--- config.mk ---
export PLATFORM = sky130hd
export DESIGN_NAME = mccdp_ctrl
export DESIGN_NICKNAME = d
export VERILOG_FILES = /design/src/hw/rtl/min_coin_change_dp_top_defines.svh /design/src/hw/rtl/mccdp_pkg.sv /design/src/hw/rtl/mccdp_ctrl.sv
export SDC_FILE = /design/constraint.sdc
export NUM_CORES = 1
export LEC_CHECK = 0
export BUFFER_PORTS_ARGS = -buffer_cell sky130_fd_sc_hd__buf_2
export CAP_MARGIN = 20
export CORE_AREA = 8 8 45 47
export DETAILED_ROUTE_END_ITERATION = 8
export DIE_AREA = 0 0 53 55
export SYNTH_ARGS = -nofsm -noshare
export SYNTH_HDL_FRONTEND = slang
export SYNTH_SLANG_ARGS = --single-unit
--- constraint.sdc ---
create_clock -name clk -period 1.29 [get_ports clk]
set_clock_uncertainty 0.05 [all_clocks]
set_input_delay 0.129 -clock clk [delete_from_list [all_inputs] [get_ports clk]]
set_output_delay 0.129 -clock clk [all_outputs]
set_load 0.05 [all_outputs]
--- src/hw/rtl/min_coin_change_dp_top_defines.svh ---
// assertion macros for the minimum coin change block
`ifndef MIN_COIN_CHANGE_DP_TOP_DEFINES_SVH
`define MIN_COIN_CHANGE_DP_TOP_DEFINES_SVH

// same-cycle implication on clk, masked while in reset
`define MCC_CHK_NOW(lbl, ante, cons, msg) \
  lbl: assert property (@(posedge clk) disable iff (!rst_n) (ante) |-> (cons)) \
    else $error(msg);

// next-cycle implication on clk, masked while in reset
`define MCC_CHK_NEXT(lbl, ante, cons, msg) \
  lbl: assert property (@(posedge clk) disable iff (!rst_n) (ante) |=> (cons)) \
    else $error(msg);

`endif

--- src/hw/rtl/mccdp_pkg.sv ---
// shared types, constants and helpers for the minimum coin change block
package mccdp_pkg;

  localparam int MAX_AMOUNT = 4096;
  localparam int MAX_COINS  = 6;
  localparam int COIN_REGS  = 6;

  localparam int COIN_W  = 12;
  localparam int TGT_W   = 12;
  localparam int CNT_W   = 12;
  localparam int ENT_W   = CNT_W + 1;
  localparam int CCNT_W  = 3;
  localparam int CFG_W   = 12;
  localparam int AMT_W   = $clog2(MAX_AMOUNT);
  localparam int CMP_W   = ((AMT_W > COIN_W) ? AMT_W : COIN_W) + 1;
  localparam int CIDX_W  = $clog2(COIN_REGS);
  localparam int NC_W    = $clog2(COIN_REGS + 1);
  localparam int CFG_IDX_W = $clog2(COIN_REGS + 1);
  localparam int USE_LIM = (MAX_COINS < COIN_REGS) ? MAX_COINS : COIN_REGS;

  localparam logic [CNT_W-1:0] CNT_MAX = '1;
  localparam logic [ENT_W-1:0] ENT_UNREACH = {1'b1, {CNT_W{1'b0}}};

  localparam logic [CFG_IDX_W-1:0] CFG_COIN_COUNT = CFG_IDX_W'(COIN_REGS);

  localparam logic [COIN_W-1:0] COIN_RESET [COIN_REGS] = '{
    12'd1, 12'd2, 12'd3, 12'd4, 12'd5, 12'd1
  };
  localparam logic [CCNT_W-1:0] COIN_COUNT_RESET = 3'd5;

  typedef enum logic [1:0] {
    S_IDLE,
    S_SCAN,
    S_FLUSH,
    S_DONE
  } state_t;

  typedef struct packed {
    logic start;
    logic scan;
    logic flush;
    logic load_out;
  } dp_cmd_t;

  typedef struct packed {
    logic tgt_zero;
    logic tgt_oor;
    logic last_coin;
    logic last_amt;
    logic out_free;
  } dp_sts_t;

  function automatic logic [NC_W-1:0] usable_coins(input logic [CCNT_W-1:0] cnt);
    logic [NC_W-1:0] k;
    if (int'(cnt) > USE_LIM) begin
      k = NC_W'(USE_LIM);
    end else begin
      k = NC_W'(cnt);
    end
    return k;
  endfunction

endpackage

--- src/hw/rtl/mccdp_ctrl.sv ---
// sequencing state machine for the coin change table rebuild
module mccdp_ctrl (
  input  logic               clk,
  input  logic               rst_n,
  input  logic               in_valid,
  output logic               in_stall,
  input  mccdp_pkg::dp_sts_t sts,
  output mccdp_pkg::dp_cmd_t cmd
);

  mccdp_pkg::state_t state_r;
  mccdp_pkg::state_t state_nxt;

  always_ff @(posedge clk) begin
    if (!rst_n) begin
      state_r <= mccdp_pkg::S_IDLE;
    end else begin
      state_r <= state_nxt;
    end
  end

  always_comb begin
    state_nxt = state_r;
    cmd       = '0;
    in_stall  = 1'b1;
    case (state_r)
      mccdp_pkg::S_IDLE: begin
        in_stall = 1'b0;
        if (in_valid) begin
          cmd.start = 1'b1;
          if (sts.tgt_oor || sts.tgt_zero) begin
            state_nxt = mccdp_pkg::S_DONE;
          end else begin
            state_nxt = mccdp_pkg::S_SCAN;
          end
        end
      end
      mccdp_pkg::S_SCAN: begin
        cmd.scan = 1'b1;
        if (sts.last_coin) begin
          state_nxt = mccdp_pkg::S_FLUSH;
        end
      end
      mccdp_pkg::S_FLUSH: begin
        cmd.flush = 1'b1;
        if (sts.last_amt) begin
          state_nxt = mccdp_pkg::S_DONE;
        end else begin
          state_nxt = mccdp_pkg::S_SCAN;
        end
      end
      mccdp_pkg::S_DONE: begin
        if (sts.out_free) begin
          cmd.load_out = 1'b1;
          state_nxt    = mccdp_pkg::S_IDLE;
        end
      end
      default: begin
        state_nxt = mccdp_pkg::S_IDLE;
      end
    endcase
  end

endmodule

==> results_dict.tcl, run 1 <==
set metrics [dict create \
    violations "negative setup slack" \
    clock_sinks 2 \
    setup_ws_ns -0.000260 \
    drc 0 \
    die_area_sq_um 2920 \
    cp_max_fo 4 \
    syn_nets 26 \
    top_register "state_r" \
    clockRootBuffer "clkbuf_4" \
    top_regs "state_r x2" \
    vias 186 \
    critical_path_arrival_ns 1.11 \
    synthTopCellsByCount "a21oi_1 (2), dfxtp_1 (2), inv_1 (2), o21ai_0 (2)" \
    p_total_w 0.000391 \
    peakVddDrop_mv 0.406 \
    rsz0062_at_grt "yes" \
    rrSetupSlack_ns 0.20 \
    numCtsBuffers 3 \
    grt_pass1_wl_um 738 \
    p_per_area_nw_per_um2 1390 \
    placementRows 14 \
    fin_cells 51 \
    postRouteAntennaNets 0 \
    core_sq_um 1380 \
    post_cts_buffers 0 \
    gr-max-usage-layer "met4" \
    drive_above_1_share_pct 65.7 \
    slowest_stage "dfxtp_2" \
    port-buffer-count 12 \
    critPathMaxStageDelay_ns 0.32 \
    grt_pass1_vias 192 \
    synthArstFlopShare_pct 0 \
    cts_hold_buf 0 \
    min_delay_worst_endpoint "state_r[0]$_SDFFE_PN0P_" \
    fin_nets 45 \
    clkTransAtPathRegs_ns 0.03 \
    grtUsageMet3_pct 1.87 \
    htree_levels 1 \
    drtPass1Iterations 1 \
    n_antenna_cell 0 \
    routed_wl_um 496 \
    status "finished with violations" \
    dp.cells 48 \
    required_ns 1.11 \
    die_h_um 55 \
    worstHoldStart "rst_n" \
    slew_headroom_pct 83.4 \
    hold_class "input pin to register" \
    first_iter_violations 0 \
    synth_edf_count 0 \
    tightest_slew_ns 0.251 \
    netlist_area_sq_um 130 \
    cts.path.max_buffers 2 \
    holdWs_ns 0.149 \
    ys_seq_area_share_pct 30.8 \
    hold_depth 3 \
    endpoint_kind "output port" \
    r2r_start "state_r[1]$_SDFFE_PN0P_" \
    rr_endpoint "state_r[1]$_SDFFE_PN0P_" \
    antenna_found_initial 0 \
    synth_top_area_share_pct 30.8 \
    start_util_pct 9.40 \
    met1_usage_pct 3.34 \
    num_io_pins 13 \
    timing_worst_setup_path_type "register to output port" \
    synth_cell_types 14 \
    cts_tree "built" \
    layout_min_cycle_time_ns 1.29 \
    synthFlopType "dfxtp_1" \
    cp-start-kind "register" \
    netlist_top_cells_area "dfxtp_1 (31%), a21oi_1 (7.7%), o21ai_0 (7.7%), and2b_2 (6.7%), a211oi_1 (5.8%)" \
    grt_util_met2_pct 4.88 \
    synth-seq-cells 2 \
    setup_violations 1 \
    p_leak_nw 0.141 \
    wl_per_cell_um 9.73 \
    largest_reg_flops 2 \
    reg2reg_depth 3 \
    synth.largest_area_cell "dfxtp_1" \
    final.period_utilization_pct 100 \
    fmax_mhz 775 \
    finalSetupTns_ns -0.000260 \
    cap_violations 0 \
    finalHoldViolCount 0 \
    yosys_warnings 0 \
    grt-ovfl-total 0 \
    grtUsageTotal_pct 3.77 \
    synth_cells 18 \
    grt_start_max_net_pins 7 \
    syn_to_final_growth_pct 115 \
    cp_cell_sequence "or2_2 > nor2_4 > buf_6" \
    place_congestion 0.657 \
    die_w_um 53 \
    insertion_delay_ns 0.23 \
    syn_area_per_cell_sq_um 7.23 \
    via_per_inst 3.65 \
    finalMaxSlewViolations 0 \
]
## kinds of logic (layout without fill, tap and decap cells)
family	count (synthesis)	after routing	share of synthesized area [%]
compound gates	6	6	25.0
buf+inv	2	19	5.77
flops	2	2	30.8
simple gates	8	8	38.5
## final cells by class
type | instances | area, sq um
clock buffer | 3 | 22.5
timing repair buffer | 14 | 96.3
inverter | 2 | 7.51
tap | 16 | 20.0
fill | 159 | 1100
sequential | 2 | 41.3
multi-input combinational | 14 | 92.6
## how the worst max path moves through the flow
stage | depth (start not counted) | endpoint | slack (ns) | from
6_report | 3 | cmd[3] | -0.0003 | state_r[1]$_SDFFE_PN0P_
5_1_grt | 3 | cmd[3] | -0.05 | state_r[1]$_SDFFE_PN0P_
4_1_cts | 3 | cmd[3] | -0.02 | state_r[1]$_SDFFE_PN0P_
3_5_place_dp | 3 | cmd[3] | 0.14 | state_r[1]$_SDFFE_PN0P_
3_3_place_gp | 3 | cmd[3] | 0.14 | state_r[1]$_SDFFE_PN0P_
2_1_floorplan | 2 | cmd[3] | 0.01 | state_r[0]$_SDFFE_PN0P_
## critical path: cells and delay by family (launching register included)
family	cells	cell delay (ns)
buffers and inverters	1	0.16
DFF	1	0.32
and+or+nand+nor	2	0.41
## power breakdown
group | switching (W) | internal (W)
clock network | 0.0000364 | 0.000103
logic | 0.000110 | 0.0000658
registers | 0.00000458 | 0.0000714
## stage by stage
step | worst slack (ns) | utilization, % | cell area, sq um
global route | -0.0472 | 20.3 | 280
finish | -0.000260 | 20.3 | 280
floorplan | 0.0124 | - | 140
global placement | 0.144 | 17.0 | 235
CTS | -0.0151 | 19.7 | 273
detailed placement | 0.144 | 17.0 | 235
## cell usage in the layout, fill, tap and decap left out, drive strengths merged
master	count
buf	14
or2	1
a211oi	1
and2b	1
dfxtp	2
a21oi	2
inv	2
or2b	1
and3	1
clkbuf	3
o21ai	3
nor2b	1
or3	1
nor2	1
nand2	1
## routing by layer
metal / vias up / routed length, um
li1: 95 / -
met1: 83 / 185
met2: 8 / 247
met3: 0 / 63
met4: 0 / 0
met5: - / 0
## repair_timing
item / CTS / global route
endpoints found under the setup margin: 3 / 5
gates resized for setup: 5 / 4
cloned: 0 / 0
No activity file was read; power rests on OpenSTA's default activity.
==> run 2: changes to the inputs <==
- CELL_PAD_IN_SITES_DETAIL_PLACEMENT: not set -> 1
- CELL_PAD_IN_SITES_GLOBAL_PLACEMENT: not set -> 1
- PLACE_DENSITY_LB_ADDON: not set -> 0.1
==> run 2 against run 1 <==
Critical path type unchanged. Non-clock buffer count shrank 1. Clock-buffer cell count is the same. Global-route usage grew 0.98 points. Highest routed layer is now met4. Routed wire length grew 4.2%. Via count shrank 2.7%. Sequential share of layout area grew 0.69 points. Sequential cell count is the same. Fmax grew 3.3%. The flow now finishes without violations. Clock power is essentially flat. Utilization shrank 0.90 points. Worst setup slack gained 0.041 ns. Sequential power grew 7.5%.
==> results_dict.tcl, run 2 (synthesis results as in run 1) <==
set metrics [dict create \
    p_per_area_nw_per_um2 1450 \
    via_per_inst 3.62 \
    numCtsBuffers 3 \
    setup_ws_ns 0.0407 \
    n_antenna_cell 0 \
    tightest_slew_ns 0.253 \
    insertion_delay_ns 0.23 \
    hpwl_um 423 \
    grt_pass1_wl_um 938 \
    clockRootBuffer "clkbuf_4" \
    first_iter_violations 2 \
    grt_start_max_net_pins 10 \
    holdWs_ns 0.153 \
    largest_reg_flops 2 \
    finalMaxSlewViolations 0 \
    grt_pass1_vias 220 \
    routed_wl_um 517 \
    fin_nets 44 \
    cts_hold_buf 0 \
    setup_violations 0 \
    antenna_found_initial 0 \
    cap_violations 0 \
    core_sq_um 1380 \
    top_register "state_r" \
    post_cts_buffers 0 \
    fin_cells 50 \
    final.period_utilization_pct 96.8 \
    path_buf_inv 1 \
    cts_tree "built" \
    mostFrequentLayoutCells "buf_2 (8), buf_4 (4), clkbuf_4 (3)" \
    vias 181 \
    die_w_um 53 \
    p_leak_nw 0.135 \
    slowest_stage "dfxtp_2" \
    finalHoldViolCount 0 \
    placementRows 14 \
    dp.cells 47 \
    die_area_sq_um 2920 \
    fmax_mhz 800 \
    die_h_um 55 \
    drive_above_1_share_pct 64.7 \
    num_io_pins 13 \
    top_regs "state_r x2" \
    wl_met2_um 233 \
    drc 0 \
    critPathMaxStageDelay_ns 0.34 \
    htree_levels 1 \
    slew_headroom_pct 83.2 \
    endpoint_kind "output port" \
    wl_met1_um 194 \
    wl_per_cell_um 10.3 \
    status "completed" \
    highest_layer "met4" \
    clock_sinks 2 \
    cp_max_fo 9 \
    wl_met3_um 65 \
    nFillCells 181 \
    layout.cells.most_common "buf_2" \
    required_ns 1.11 \
    critical_path_arrival_ns 1.07 \
    grtUsageTotal_pct 4.75 \
    syn_to_final_growth_pct 106 \
    cts.path.max_buffers 2 \
    cp-start-kind "register" \
    place_congestion 0.613 \
    grt-ovfl-total 0 \
    cts_resized 6 \
    postRouteAntennaNets 0 \
    drtPass1Iterations 2 \
    timing_worst_setup_path_type "register to output port" \
    peakVddDrop_mv 0.388 \
    hold_class "input pin to register" \
    layout_min_cycle_time_ns 1.25 \
    start_util_pct 9.40 \
    finalSetupTns_ns 0 \
    rsz0062_at_grt "yes" \
    clkTransAtPathRegs_ns 0.03 \
    port-buffer-count 12 \
    critical-path-top-delay-family "flip-flops" \
    cp_cell_sequence "or2_4 > nor2_4 > buf_6" \
    post-place-ws_ns 0.0792 \
]
run 2: cell count changes in the layout (fill, tap and decap cells not counted), sizes merged:
| cell | previous run | this run |
|---|---|---|
| buf | 14 | 13 |
run 2: worst min-delay path, cell delays in order:
cell	delay, ns
buf_2	0.09
o21ai_1	0.10
a211oi_1	0.06
run 2: cell type report:
type,instances,area [sq um],area share [%]
multi-input cells,14,95.1,35.5
well taps,16,20.0,7.48
inverters,2,7.51,2.80
clock buffers,3,22.5,8.41
flip-flops and latches,2,41.3,15.4
repair buffers,13,81.3,30.4
run 2: through the flow:
step | util, % | power, W | cell area [sq um]
floorplan | - | 0.000189 | 140
global placement | 16.5 | 0.000232 | 228
detailed placement | 16.5 | 0.000233 | 228
CTS | 19.2 | 0.000397 | 265
global route | 19.3 | 0.000420 | 268
finish | 19.3 | 0.000390 | 268
run 2: layer usage:
| layer | GRT usage, % | vias to the layer above |
|---|---|---|
| li1 | - | 93 |
| met1 | 4.39 | 75 |
| met2 | 6.25 | 10 |
| met3 | 2.14 | 3 |
| met4 | 7.76 | 0 |
| met5 | 0 | - |
run 2: path summary, 6_finish.rpt:
kind / start / to / slack, ns / depth (start not counted)
min reg2reg: state_r[0]$_SDFFE_PN0P_ / state_r[1]$_SDFFE_PN0P_ / 0.54 / 2
max: state_r[1]$_SDFFE_PN0P_ / cmd[3] / 0.04 / 3
min: rst_n / state_r[1]$_SDFFE_PN0P_ / 0.15 / 3
max reg2reg: state_r[1]$_SDFFE_PN0P_ / state_r[1]$_SDFFE_PN0P_ / 0.18 / 3
run 2: report_power, final:
part	leakage, nW	switching, W	internal (W)
clock	0.0138	0.0000391	0.000103
sequential	0.0170	0.0000101	0.0000716
combinational	0.104	0.000104	0.0000617
